`src/design/cubemap_bilinear_sampler_assert.svh`:
```
// ----------------------------------------------------------------------------
// Cube map sampler assertion macros
// Shared property forms for the sampler's concurrent checks.
// ----------------------------------------------------------------------------
`ifndef CUBEMAP_BILINEAR_SAMPLER_ASSERT_SVH
`define CUBEMAP_BILINEAR_SAMPLER_ASSERT_SVH

// Condition must hold in the same cycle as the trigger.
`define CBS_ASSERT_NOW(lbl, trig, cond, msg) \
    lbl: assert property (@(posedge i_clk) disable iff (!i_rst_n) (trig) |-> (cond)) \
        else $error(msg);

// Condition must hold in the cycle after the trigger.
`define CBS_ASSERT_NEXT(lbl, trig, cond, msg) \
    lbl: assert property (@(posedge i_clk) disable iff (!i_rst_n) (trig) |=> (cond)) \
        else $error(msg);

`endif

```
`src/design/cbs_pkg.sv`:
```
// ----------------------------------------------------------------------------
// Cube map sampler package
// Widths, codes, constants and pipeline types shared by the sampler modules.
// ----------------------------------------------------------------------------
package cbs_pkg;

    localparam int MAX_FACE_SIZE = 64;
    localparam int FACE_COUNT    = 6;

    localparam int FS_W     = $clog2(MAX_FACE_SIZE);
    localparam int HALF_W   = FS_W - 1;
    localparam int FACE_W   = 3;
    localparam int POS_W    = 6;
    localparam int DIR_W    = 16;
    localparam int CH_W     = 16;
    localparam int TEXEL_W  = 3 * CH_W;
    localparam int FRAC_W   = 16;

    // Divider: divisor is 2*ma, quotient is the face position in Q.16.
    localparam int DV_W       = DIR_W + 1;
    localparam int QT_W       = FS_W + FRAC_W;
    localparam int NUM_W      = DV_W + QT_W;
    localparam int DIV_STAGES = QT_W;

    localparam int RAM_AW    = FACE_W + 2 * HALF_W;
    localparam int RAM_DEPTH = FACE_COUNT * (MAX_FACE_SIZE / 2) * (MAX_FACE_SIZE / 2);
    localparam int BANKS     = 4;

    localparam int WGT_W    = 2 * FRAC_W + 1;
    localparam int PROD_W   = CH_W + WGT_W;
    localparam int SUM_W    = PROD_W + 2;
    localparam int ROUND_SH = 2 * FRAC_W;

    localparam int CFG_W  = 7;
    localparam int CFG_AW = 1;
    localparam logic [CFG_AW-1:0] REG_FACE_SIZE = 1'd0;
    localparam logic [CFG_AW-1:0] REG_SKY_VALID = 1'd1;
    localparam logic [CFG_W-1:0]  FACE_SIZE_RST = 7'd64;

    localparam logic ACT_WRITE  = 1'b0;
    localparam logic ACT_SAMPLE = 1'b1;

    // Sky gradient as exact integer forms of the scaled rational values.
    localparam int SKY_R_MUL   = 384;
    localparam int SKY_R_ADD   = 19038208;
    localparam int SKY_R_RECIP = 13108;
    localparam int SKY_G_MUL   = 2304;
    localparam int SKY_G_ADD   = 215547904;
    localparam int SKY_G_RECIP = 1311;
    localparam logic [CH_W-1:0] SKY_BLUE = 16'd77;

    // Stream packing.
    localparam int IN_W        = 3 * DIR_W + FACE_W + 2 * POS_W + 3 * CH_W;
    localparam int IN_TDATA_W  = ((IN_W + 7) / 8) * 8;
    localparam int OUT_W       = FACE_W + 3 * CH_W;
    localparam int OUT_TDATA_W = ((OUT_W + 7) / 8) * 8;
    localparam int OUT_PAD     = OUT_TDATA_W - OUT_W;

    localparam int IN_DX_LO  = 0;
    localparam int IN_DY_LO  = IN_DX_LO + DIR_W;
    localparam int IN_DZ_LO  = IN_DY_LO + DIR_W;
    localparam int IN_TF_LO  = IN_DZ_LO + DIR_W;
    localparam int IN_TC_LO  = IN_TF_LO + FACE_W;
    localparam int IN_TR_LO  = IN_TC_LO + POS_W;
    localparam int IN_RED_LO = IN_TR_LO + POS_W;
    localparam int IN_GRN_LO = IN_RED_LO + CH_W;
    localparam int IN_BLU_LO = IN_GRN_LO + CH_W;

    typedef enum logic [FACE_W-1:0] {
        FACE_PX, FACE_NX, FACE_PY, FACE_NY, FACE_PZ, FACE_NZ
    } t_face;

    typedef struct packed {
        logic               valid;
        logic               wr;
        logic               wr_ok;
        t_face              face;
        logic [FS_W-1:0]    wr_row;
        logic [FS_W-1:0]    wr_col;
        logic [TEXEL_W-1:0] wr_data;
        logic               sky;
        logic [CH_W-1:0]    sky_r;
        logic [CH_W-1:0]    sky_g;
        logic [FS_W-1:0]    size_m1;
    } t_item;

    typedef struct packed {
        t_item            item;
        logic [NUM_W-1:0] wx;
        logic [NUM_W-1:0] wy;
        logic [DV_W-1:0]  d;
    } t_div;

endpackage

```
`src/design/cbs_div_step.sv`:
```
// ----------------------------------------------------------------------------
// Divider step
// One restoring division step for both face axes; the quotient bits shift in
// at the bottom of each working word as the dividend bits shift out.
// ----------------------------------------------------------------------------
module cbs_div_step (
    input  logic          i_clk,
    input  logic          i_rst_n,
    input  logic          i_en,
    input  cbs_pkg::t_div i_div,
    output cbs_pkg::t_div o_div
);

    import cbs_pkg::*;

    t_div n_div;
    t_div r_div;
    logic r_valid;

    function automatic logic [NUM_W-1:0] div_step(input logic [NUM_W-1:0] w,
                                                  input logic [DV_W-1:0] d);
        logic [NUM_W:0] sh;
        logic [DV_W:0]  rem;
        logic           qbit;
        sh   = {w, 1'b0};
        rem  = sh[NUM_W:QT_W];
        qbit = 1'b0;
        if (rem >= {1'b0, d}) begin
            rem  = rem - {1'b0, d};
            qbit = 1'b1;
        end
        return {rem[DV_W-1:0], sh[QT_W-1:1], qbit};
    endfunction

    always_comb begin
        n_div    = i_div;
        n_div.wx = div_step(i_div.wx, i_div.d);
        n_div.wy = div_step(i_div.wy, i_div.d);
    end

    always_ff @(posedge i_clk) begin
        if (!i_rst_n) begin
            r_valid <= 1'b0;
        end else if (i_en) begin
            r_valid <= i_div.item.valid;
        end
    end

    always_ff @(posedge i_clk) begin
        if (i_en) begin
            r_div <= n_div;
        end
    end

    always_comb begin
        o_div            = r_div;
        o_div.item.valid = r_valid;
    end

endmodule

```
`config.mk`:
```
export PLATFORM = sky130hd
export DESIGN_NAME = cbs_div_step
export DESIGN_NICKNAME = d
export VERILOG_FILES = /design/src/design/cubemap_bilinear_sampler_assert.svh /design/src/design/cbs_pkg.sv /design/src/design/cbs_div_step.sv
export SDC_FILE = /design/constraint.sdc
export NUM_CORES = 1
export LEC_CHECK = 0
export BUFFER_PORTS_ARGS = -buffer_cell sky130_fd_sc_hd__buf_2
export CAP_MARGIN = 20
export CORE_ASPECT_RATIO = 0.6
export CORE_MARGIN = 10
export CORE_UTILIZATION = 46
export DETAILED_ROUTE_END_ITERATION = 10
export GPL_ROUTABILITY_DRIVEN = 0
export GPL_TIMING_DRIVEN = 0
export PLACE_DENSITY_LB_ADDON = 0.05
export SLEW_MARGIN = 20
export SYNTH_ARGS = -nofsm -noshare
export SYNTH_HDL_FRONTEND = slang
export SYNTH_SLANG_ARGS = --single-unit
```
`constraint.sdc`:
```
create_clock -name i_clk -period 3.2 [get_ports i_clk]
set_clock_uncertainty 0.1 [all_clocks]
set_input_delay 0.64 -clock i_clk [delete_from_list [all_inputs] [get_ports i_clk]]
set_output_delay 0.64 -clock i_clk [all_outputs]
set_load 0.02 [all_outputs]
```
==> impl_metrics.tcl, run 1 <==
set metrics [dict create \
    dpl.hpwl_um 22700 \
    root_buffer "clkbuf_16" \
    ys_warn_count 0 \
    slew_headroom_pct 56.1 \
    htree_levels 4 \
    synth.distinct_cells 62 \
    first_pass_iters 5 \
    min_from "i_div[132]" \
    power_mw 6.69 \
    p_switching_mw 1.97 \
    cp-end-kind "register" \
    hold_depth 1 \
    die_h_um 124 \
    finalSetupViolCount 0 \
    grt_max_degree 85 \
    p_int_mw 4.71 \
    grt_first_pass_wirelength_um 39800 \
    fin_util_pct 64.8 \
    cts-buffers-inserted 17 \
    async_flop_share_pct 0 \
    ir_worst_vdd_uv 297 \
    wl_per_cell_um 23.3 \
    area_growth_syn_to_layout_pct 35.9 \
    synthesis.nets 760 \
    hold_violations 0 \
    startpoint_type "input pin" \
    maxCapViolations 0 \
    drive_above_1_share_pct 49.8 \
    grt_pass1_vias 6243 \
    clk_latency_ns 0.43 \
    fp.dieArea_um2 24000 \
    r2r-end "r_valid$_SDFFE_PN0P_" \
    cp.arrival_ns 3.10 \
    grt_use_total_pct 21.9 \
    tightestPinTransition_ns 0.642 \
    r2r_slack_ns 2.46 \
    cts_tree "built" \
    syn_avg_cell_area_um2 15.9 \
    synthCells 521 \
    synth-seq-area-share_pct 72.3 \
    status "completed" \
    clkSlewWorstSetupHoldPaths_ns 0.09 \
    postPlaceCellArea_um2 10700 \
    yosys.area_share.adder_pct 5.61 \
    fin_crit_ns 3.01 \
    fillers 1393 \
    drt_iter0_drc 408 \
    globalRouteOverflowTotal 0 \
    cp_max_fo 10 \
    combPwrFrac_pct 19.7 \
    dieWidth_um 193 \
    io_buffers 402 \
    drtAntennaViolNets 0 \
    synth_simple_gate_area_share_pct 5.46 \
    maxSlewViolCount 0 \
    design.core.area_um2 17400 \
    ctsHoldBuffers 0 \
    initial_core_util_pct 47.7 \
    fin_nets 1183 \
    post_cts_buffers 0 \
    p_leak_nw 4.95 \
    p_sw_share_pct 29.5 \
    vias_per_cell 5.14 \
    period_share_pct 93.9 \
    clkPwrFrac_pct 32.1 \
    antenna_found_initial 5 \
    drc 0 \
    grt_setup_unrepaired "false" \
    finalSetupTns_ns 0 \
    required_ns 3.29 \
    crit_type "input pin to register" \
    ios 403 \
    num_vias 6128 \
    rr_startpoint "r_valid$_SDFFE_PN0P_" \
    synth-compound-area-share_pct 9.34 \
    rr_worst_depth 2 \
    hold_path.class "input pin to register" \
    clock_path_buffers 2 \
    fin_area_um2 11300 \
    synth-edff-count 199 \
    rows 37 \
    cts.sinks 200 \
    power.density_nw_per_um2 593 \
    synth_ff_type "edfxtp_1" \
    seq_power_share_pct 48.2 \
    routed_wl_um 27800 \
    fmax_ghz 0.333 \
    syn_area_um2 8300 \
    synth_top_family_by_area "compound AO/OA/AOI/OAI gates" \
    ys_ff_latch 200 \
    cts-resized-gates 0 \
    synth-xor-area-share_pct 2.01 \
    synthMuxAreaShare_pct 3.15 \
    min_to "o_div[132]$_DFFE_PP_" \
    whs_ns 0.264 \
]
## critical path: stages
cell and delay, ns:
buf_2 0.15, ha_1 0.19, inv_1 0.06, fa_1 0.40
a21oi_1 0.25, o211a_1 0.25, a21oi_1 0.08, o21ai_1 0.27
and2_2 0.27, inv_2 0.10, buf_6 0.16, mux2_2 0.28
## final cells by class
class	instances	area [µm²]	area share, %
clock inverters	15	178	1.58
clock buffers	17	425	3.77
repair buffers	404	2080	18.4
plain buffers	12	77.6	0.688
well taps	234	293	2.60
inverters	27	101	0.899
diodes	2	5.00	0.0444
multi-input cells	282	2120	18.8
flip-flops and latches	200	6000	53.2
## power groups by stage
stage | clock (mW) | combinational (mW) | sequential, mW
3_5_place_dp | 0 | 1.32 | 3.28
4_1_cts | 2.19 | 1.33 | 3.23
2_1_floorplan | 0 | 0.421 | 3.61
5_1_grt | 2.30 | 1.42 | 3.25
3_3_place_gp | 0 | 1.29 | 3.29
6_report | 2.15 | 1.32 | 3.22
## flip-flops by register name, indices dropped and copies added, names as in the netlist
signal   flops
o_div      199
r_valid      1
## worst max-delay path by stage
stage / slack [ns] / from / depth (start not counted) / to
final: 0.19 / i_div[0] / 12 / o_div[86]$_DFFE_PP_
after global routing: 0.08 / i_div[0] / 12 / o_div[84]$_DFFE_PP_
after CTS: 0.22 / i_div[0] / 12 / o_div[84]$_DFFE_PP_
after detailed placement: -0.24 / i_div[0] / 12 / o_div[89]$_DFFE_PP_
after global placement: -1.09 / i_en / 3 / r_valid$_SDFFE_PN0P_
after floorplan: 0.24 / i_div[38] / 11 / o_div[47]$_DFFE_PP_
## kinds of logic (layout without fill, tap and decap cells)
logic type | Yosys count | in the layout
buf+inv | 39 | 475
mux | 22 | 22
xor+xnor | 19 | 19
compound gates | 112 | 112
other cells | 0 | 2
simple gates | 93 | 93
flops | 200 | 200
fa+ha+maj | 36 | 36
## per-layer routing
metal  track usage, %  vias up  share of wire, %
li1                 -     2864                 -
met1             27.3     2957                41
met2             37.3      269                51
met3             6.41       32               7.2
met4             5.26        6              0.97
met5                0        -              0.13
## cell usage after synthesis, types with 3 or more instances
cell type | instances | share of area (%)
and2_1 | 4 | 0.30
mux2_4 | 4 | 0.72
nor2b_1 | 4 | 0.30
inv_1 | 25 | 1.1
a211oi_1 | 4 | 0.36
and4_1 | 4 | 0.42
o31ai_1 | 6 | 0.54
a21o_1 | 15 | 1.4
xor2_1 | 3 | 0.32
mux2_2 | 17 | 2.3
o21ai_0 | 18 | 1.1
nor3_1 | 3 | 0.18
a31oi_1 | 3 | 0.23
nor2_1 | 16 | 0.72
buf_2 | 5 | 0.30
a21oi_1 | 26 | 1.6
clkbuf_1 | 3 | 0.14
nand2_1 | 34 | 1.5
nor3b_1 | 3 | 0.27
ha_1 | 34 | 5.1
xnor2_1 | 16 | 1.7
nand3_1 | 13 | 0.78
o21a_1 | 10 | 0.90
a2111oi_0 | 3 | 0.32
buf_6 | 3 | 0.41
edfxtp_1 | 199 | 72
or2_2 | 3 | 0.23
## layout by cell type (no fill, tap or decap), types with 5 or more instances in the layout
master | Yosys | routed
buf_2 | 5 | 406
nor2_1 | 16 | 16
a21o_1 | 15 | 15
inv_1 | 25 | 25
o21ai_0 | 18 | 18
nand3_1 | 13 | 13
clkbuf_16 | 0 | 17
nand2_1 | 34 | 34
edfxtp_1 | 199 | 199
o21a_1 | 10 | 10
ha_1 | 34 | 34
xnor2_1 | 16 | 16
a21oi_1 | 26 | 26
mux2_2 | 17 | 17
o31ai_1 | 6 | 6
clkinv_8 | 0 | 5
## per-stage QoR
stage | setup WS, ns | cells
after floorplan | 0.240 | 521
after global placement | -1.09 | 1157
after detailed placement | -0.238 | 1159
after CTS | 0.218 | 1191
after global routing | 0.0802 | 1193
final | 0.194 | 1193
(Power assumes the default switching activity.)
==> run 2: changes to the inputs <==
--- a/config.mk
+++ b/config.mk
@@ -5,11 +5,12 @@
 export SDC_FILE = /design/constraint.sdc
 export NUM_CORES = 1
 export LEC_CHECK = 0
+export ABC_AREA = 1
 export BUFFER_PORTS_ARGS = -buffer_cell sky130_fd_sc_hd__buf_2
 export CAP_MARGIN = 20
 export CORE_ASPECT_RATIO = 0.6
 export CORE_MARGIN = 10
-export CORE_UTILIZATION = 46
+export CORE_UTILIZATION = 47
 export DETAILED_ROUTE_END_ITERATION = 10
 export GPL_ROUTABILITY_DRIVEN = 0
 export GPL_TIMING_DRIVEN = 0
==> run 2 against run 1 <==
Against the previous run:
- non-clock buffer count shrank 6
- clock-buffer cell count increased by 1
- fmax increased by 22%
- worst hold slack improved by 0.011 ns
- utilization hardly changed
- total power up 1.1%
- global-route usage fell by 0.69 points
- sequential share of layout area is 2.6 points lower
- critical endpoint is now o_div[89]$_DFFE_PP_
- highest routed layer unchanged
==> impl_metrics.tcl, run 2 <==
set metrics [dict create \
    fin_ws_ns 0.732 \
    first_pass_iters 5 \
    grt_first_pass_wirelength_um 40200 \
    place_inst 1421 \
    yosysTopAreaCell "edfxtp_1" \
    fp.dieArea_um2 25000 \
    synth_top_area_share_pct 67.2 \
    cp-end-kind "register" \
    ys_warn_count 0 \
    netlist_top_cells_count "nand2_1 (250), edfxtp_1 (199), inv_1 (114)" \
    routed_wl_um 27200 \
    power.density_nw_per_um2 571 \
    post_cts_buffers 0 \
    rows 38 \
    cp_max_fo 10 \
    vias_per_cell 4.73 \
    initial_core_util_pct 48.6 \
    ctsHoldBuffers 0 \
    drtAntennaViolNets 0 \
    syn_area_um2 8890 \
    clk_latency_ns 0.43 \
    synth_area_leaders "edfxtp_1 (67%), nand2_1 (11%), inv_1 (4.8%)" \
    cts-resized-gates 0 \
    stdcell_count 1454 \
    critical-path-top-delay-family "simple AND/OR/NAND/NOR gates" \
    crit_type "input pin to register" \
    hold_path.class "input pin to register" \
    grt_pass1_vias 6733 \
    drive_above_1_share_pct 39.5 \
    cts_tree "built" \
    ys_ff_latch 200 \
    synth-edff-count 199 \
    dieWidth_um 198 \
    hold_violations 0 \
    tightestPinTransition_ns 0.728 \
    synthesis.nets 1017 \
    startpoint_type "input pin" \
    htree_levels 4 \
    globalRouteOverflowTotal 0 \
    drt_iter0_drc 455 \
    mostFrequentLayoutCell "buf_2" \
    synthCells 778 \
    largest_reg_flops 199 \
    slew_headroom_pct 51.4 \
    async_flop_share_pct 0 \
    num_vias 6880 \
    synth-seq-area-share_pct 67.5 \
    drc 0 \
    cp.arrival_ns 2.56 \
    wl_per_cell_um 18.7 \
    worst_path_most_repeated_cell "nand2_1" \
    synth_ff_type "edfxtp_1" \
    root_buffer "clkbuf_16" \
    cts-buffers-inserted 17 \
    grt_setup_unrepaired "false" \
    p_leak_nw 5.85 \
    area_growth_syn_to_layout_pct 33.3 \
    grt_use_total_pct 21.2 \
    status "completed" \
    dpl.hpwl_um 22300 \
    finalSetupViolCount 0 \
    design.core.area_um2 18300 \
    yosysMostFrequentCell "nand2_1" \
    grt_max_degree 108 \
    ir_worst_vdd_uv 612 \
    fmax_ghz 0.405 \
    period_share_pct 77.1 \
    maxCapViolations 0 \
    syn_avg_cell_area_um2 11.4 \
    cts.sinks 200 \
    max_stage_delay_ns 0.41 \
    mostFrequentLayoutCells "buf_2 (402), nand2_1 (250), edfxtp_1 (199)" \
    fin_nets 1439 \
    ios 403 \
    maxSlewViolCount 0 \
    required_ns 3.29 \
    whs_ns 0.274 \
    synth.distinct_cells 35 \
    fin_crit_ns 2.47 \
    clkSlewWorstSetupHoldPaths_ns 0.07 \
    critPathBufInv 4 \
    preCtsSetupSlack_ns 0.338 \
    worstPathCellList "buf_2 -> inv_1 -> ha_1 -> inv_1 -> fa_1 -> nand2_1 -> nand2_1 -> nand3_2 -> nand2_2 -> nand2_1 -> nand2_2 -> nand2_4 -> nand2_4 -> buf_6 -> nand2_1 -> nand2_1" \
    io_buffers 402 \
    die_h_um 127 \
    finalSetupTns_ns 0 \
    antenna_found_initial 7 \
    clock_path_buffers 2 \
    cpMaxStageDelayCell "fa_1" \
]
-- run 2: worst reg2reg max path, delay by kind of cell, from the launching register on --
family / cells / cell delay, ns
AO/OA/AOI/OAI: 2 / 0.20
flip-flops: 1 / 0.31
-- run 2: final timing paths --
path,cells after the start,start,endpoint,slack [ns]
worst max-delay path,16,i_div[77],o_div[89]$_DFFE_PP_,0.73
worst min-delay path,1,i_div[120],o_div[120]$_DFFE_PP_,0.27
worst max register to register,2,r_valid$_SDFFE_PN0P_,r_valid$_SDFFE_PN0P_,2.46
worst min register to register,2,r_valid$_SDFFE_PN0P_,r_valid$_SDFFE_PN0P_,0.44
-- run 2: cells by family (layout without fill, tap and decap cells) --
family                     count (synthesis)  after routing  share of synthesized area (%)
other                                      0              3                              0
AOI/OAI and AO/OA                         23             23                           1.41
xor gates and xnor gates                  14             14                           1.38
adders and majority gates                 36             36                           5.24
buffers and inverters                    127            560                           5.81
DFF                                      200            200                           67.5
and+or+nand+nor                          378            378                           18.7
-- run 2: per-layer routing --
layer	global-route usage, %	share of wire (%)	vias up
met2	33.7	46	306
li1	-	-	3431
met3	10.5	12	27
met5	0	0.25	-
met1	25.4	40	3106
met4	5.09	1.2	10
-- run 2: metrics by stage --
| step | cell area, µm² | total power [mW] | utilization (%) |
|---|---|---|---|
| floorplan | 8890 | 4.04 | - |
| global placement | 11200 | 4.58 | 61.2 |
| detailed placement | 11200 | 4.60 | 61.4 |
| CTS | 11800 | 6.81 | 64.7 |
| global route | 11800 | 7.05 | 64.7 |
| finish | 11800 | 6.76 | 64.7 |
-- run 2: layout make-up --
type	instances	area, µm²
inverter	120	450
clock inverter	12	175
multi-input combinational	451	2370
tap	240	300
timing repair buffer	403	2050
buffer	7	66.3
clock buffer	18	429
sequential	200	6000
fill	1542	6460
antenna	3	7.51
-- run 2: where the power goes --
part,internal [mW],leakage [nW],switching (mW)
Clock,1.30,0.285,0.926
Combinational,0.442,3.61,0.885
Sequential,3.16,1.95,0.0492
Total,4.90,5.85,1.86
==> run 3: changes to the inputs <==
==> constraint.sdc (replaced) <==
create_clock -name i_clk -period 2.37 [get_ports i_clk]
set_clock_uncertainty 0.1 [all_clocks]
set_input_delay 0.474 -clock i_clk [delete_from_list [all_inputs] [get_ports i_clk]]
set_output_delay 0.474 -clock i_clk [all_outputs]
set_load 0.02 [all_outputs]
==> run 3 against run 2 <==
Against the previous run:
- worst hold slack worse by 0.16 ns
- critical path depth stayed put
- total power is 35% higher
- utilization is 0.28 points higher
- sequential power is 35% higher
- clock-buffer cell count stayed put
- critical endpoint is now o_div[85]$_DFFE_PP_
- largest cell class unchanged
- largest power group unchanged
==> impl_metrics.tcl, run 3 (same netlist as run 2, synthesis figures left out) <==
set metrics [dict create \
    design.core.area_um2 18300 \
    r2r-end "r_valid$_SDFFE_PN0P_" \
    clock_path_buffers 2 \
    fin_util_pct 65.0 \
    cts_tree "built" \
    rr_worst_depth 2 \
    seq_power_share_pct 47.4 \
    cts-buffers-inserted 17 \
    fmax_ghz 0.447 \
    worstPathCellList "buf_2 -> inv_1 -> ha_1 -> inv_1 -> fa_1 -> nand2_1 -> nand2_1 -> nand3_2 -> nand2_2 -> nand2_1 -> nand2_2 -> nand2_4 -> nand2_8 -> buf_6 -> nand2_1 -> nand2_1" \
    worst_path_most_repeated_cell "nand2_1" \
    antenna_found_initial 7 \
    vias_per_cell 4.74 \
    cts.sinks 200 \
    fillers 1534 \
    drtAntennaViolNets 0 \
    hold_depth 1 \
    globalRouteOverflowTotal 0 \
    first_pass_iters 5 \
    hold_path.class "input pin to register" \
    maxSlewViolCount 0 \
    status "completed" \
    wl_per_cell_um 18.6 \
    maxCapViolations 0 \
    stdcell_count 1458 \
    grt_setup_unrepaired "false" \
    p_int_mw 6.63 \
    clkSlewWorstSetupHoldPaths_ns 0.07 \
    grt_use_met1_pct 25.4 \
    fin_ws_ns 0.135 \
    power_mw 9.13 \
    num_vias 6917 \
    p_switching_mw 2.50 \
    grt_first_pass_wirelength_um 40200 \
    cp-end-kind "register" \
    clk_latency_ns 0.42 \
    grt_use_total_pct 21.2 \
    cpMaxStageDelayCell "fa_1" \
    ir_worst_vdd_uv 821 \
    drive_above_1_share_pct 39.7 \
    finalSetupViolCount 0 \
    whs_ns 0.110 \
    fin_crit_ns 2.23 \
    max_stage_delay_ns 0.41 \
    combPwrFrac_pct 19.7 \
    place_inst 1421 \
    htree_levels 4 \
    startpoint_type "input pin" \
    hold_violations 0 \
    r2r_slack_ns 1.63 \
    preCtsSetupSlack_ns -0.326 \
    crit_type "input pin to register" \
    clkPwrFrac_pct 32.8 \
    grt_max_degree 108 \
    die_h_um 127 \
    cp.arrival_ns 2.33 \
    required_ns 2.47 \
    drc 0 \
    rows 38 \
    largest_reg_flops 199 \
    area_growth_syn_to_layout_pct 33.9 \
    root_buffer "clkbuf_16" \
    min_to "o_div[120]$_DFFE_PP_" \
    routed_wl_um 27200 \
    dieWidth_um 198 \
    fin_nets 1443 \
    power.density_nw_per_um2 767 \
    cp_max_fo 10 \
    drt_iter0_drc 430 \
    slew_headroom_pct 52.3 \
    ctsHoldBuffers 0 \
    initial_core_util_pct 48.6 \
    dpl.hpwl_um 22300 \
    period_share_pct 94.3 \
    mostFrequentLayoutCell "buf_2" \
    globalRouteMet2Util_pct 33.7 \
    ios 403 \
    fp.dieArea_um2 25000 \
    grt.busiest_layer "met2" \
    mostFrequentLayoutCells "buf_2 (402), nand2_1 (250), edfxtp_1 (199)" \
    p_sw_share_pct 27.4 \
    tightestPinTransition_ns 0.716 \
    io_buffers 402 \
    rr_startpoint "r_valid$_SDFFE_PN0P_" \
    grt_pass1_vias 6733 \
    min_from "i_div[120]" \
    use_met3_pct 10.5 \
    p_leak_nw 5.88 \
]
==> run 3: cell types whose count changed in the layout (fill, tap and decap cells not counted) <==
| cell | delta |
|---|---|
| buf_12 | +1 |
| buf_4 | +3 |
| nand2_8 | +1 |
| nand2_4 | -1 |
==> run 3: power by group through the flow <==
stage / Combinational [mW] / Sequential [mW] / Clock, mW
2_1_floorplan: 0.606 / 4.85 / 0
3_3_place_gp: 1.77 / 4.42 / 0
3_5_place_dp: 1.80 / 4.41 / 0
4_1_cts: 1.81 / 4.33 / 3.05
5_1_grt: 1.98 / 4.37 / 3.18
6_report: 1.80 / 4.33 / 3.00
==> run 3: how the worst max path moves through the flow <==
stage	start	end	cells past startpoint
final	i_div[77]	o_div[85]$_DFFE_PP_	16
after CTS	i_div[77]	o_div[83]$_DFFE_PP_	16
after global placement	i_en	r_valid$_SDFFE_PN0P_	3
after global routing	i_div[77]	o_div[89]$_DFFE_PP_	16
after floorplan	i_div[77]	o_div[83]$_DFFE_PP_	15
after detailed placement	i_div[15]	o_div[43]$_DFFE_PP_	10
==> run 3: cell type report <==
| cell class | count | area (µm²) | share of cell area, % |
|---|---|---|---|
| Antenna cell | 3 | 7.51 | 0.0631 |
| Buffer | 7 | 66.3 | 0.557 |
| Clock buffer | 18 | 429 | 3.61 |
| Clock inverter | 12 | 175 | 1.47 |
| Inverter | 120 | 450 | 3.79 |
| Multi-Input combinational cell | 451 | 2380 | 20.0 |
| Sequential cell | 200 | 6000 | 50.4 |
| Tap cell | 240 | 300 | 2.52 |
| Timing Repair Buffer | 407 | 2090 | 17.6 |
==> run 3: critical path, delay by kind of cell <==
family	cells	cell delay, ns
and+or+nand+nor	10	0.93
adders and majority gates	2	0.54
buffers and inverters	4	0.37
==> run 3: what timing repair did <==
| item | in CTS | in global routing |
|---|---|---|
| endpoints found under the hold margin | 0 | 0 |
| gates resized for setup | 0 | 1 |
| setup endpoints to repair | 0 | 10 |
| buffers inserted | 0 | 4 |
==> run 3: metal layers <==
layer / vias up / share of wire (%)
met2: 300 / 46
met1: 3144 / 40
met4: 10 / 1.2
met3: 29 / 12
met5: - / 0.23
li1: 3434 / -
==> run 3: metrics by stage <==
stage / area [µm²] / setup TNS [ns]
after floorplan: 8890 / 0
after global placement: 11200 / -376.95
after detailed placement: 11200 / -8.37
after CTS: 11800 / 0
after global routing: 11900 / 0
final: 11900 / 0
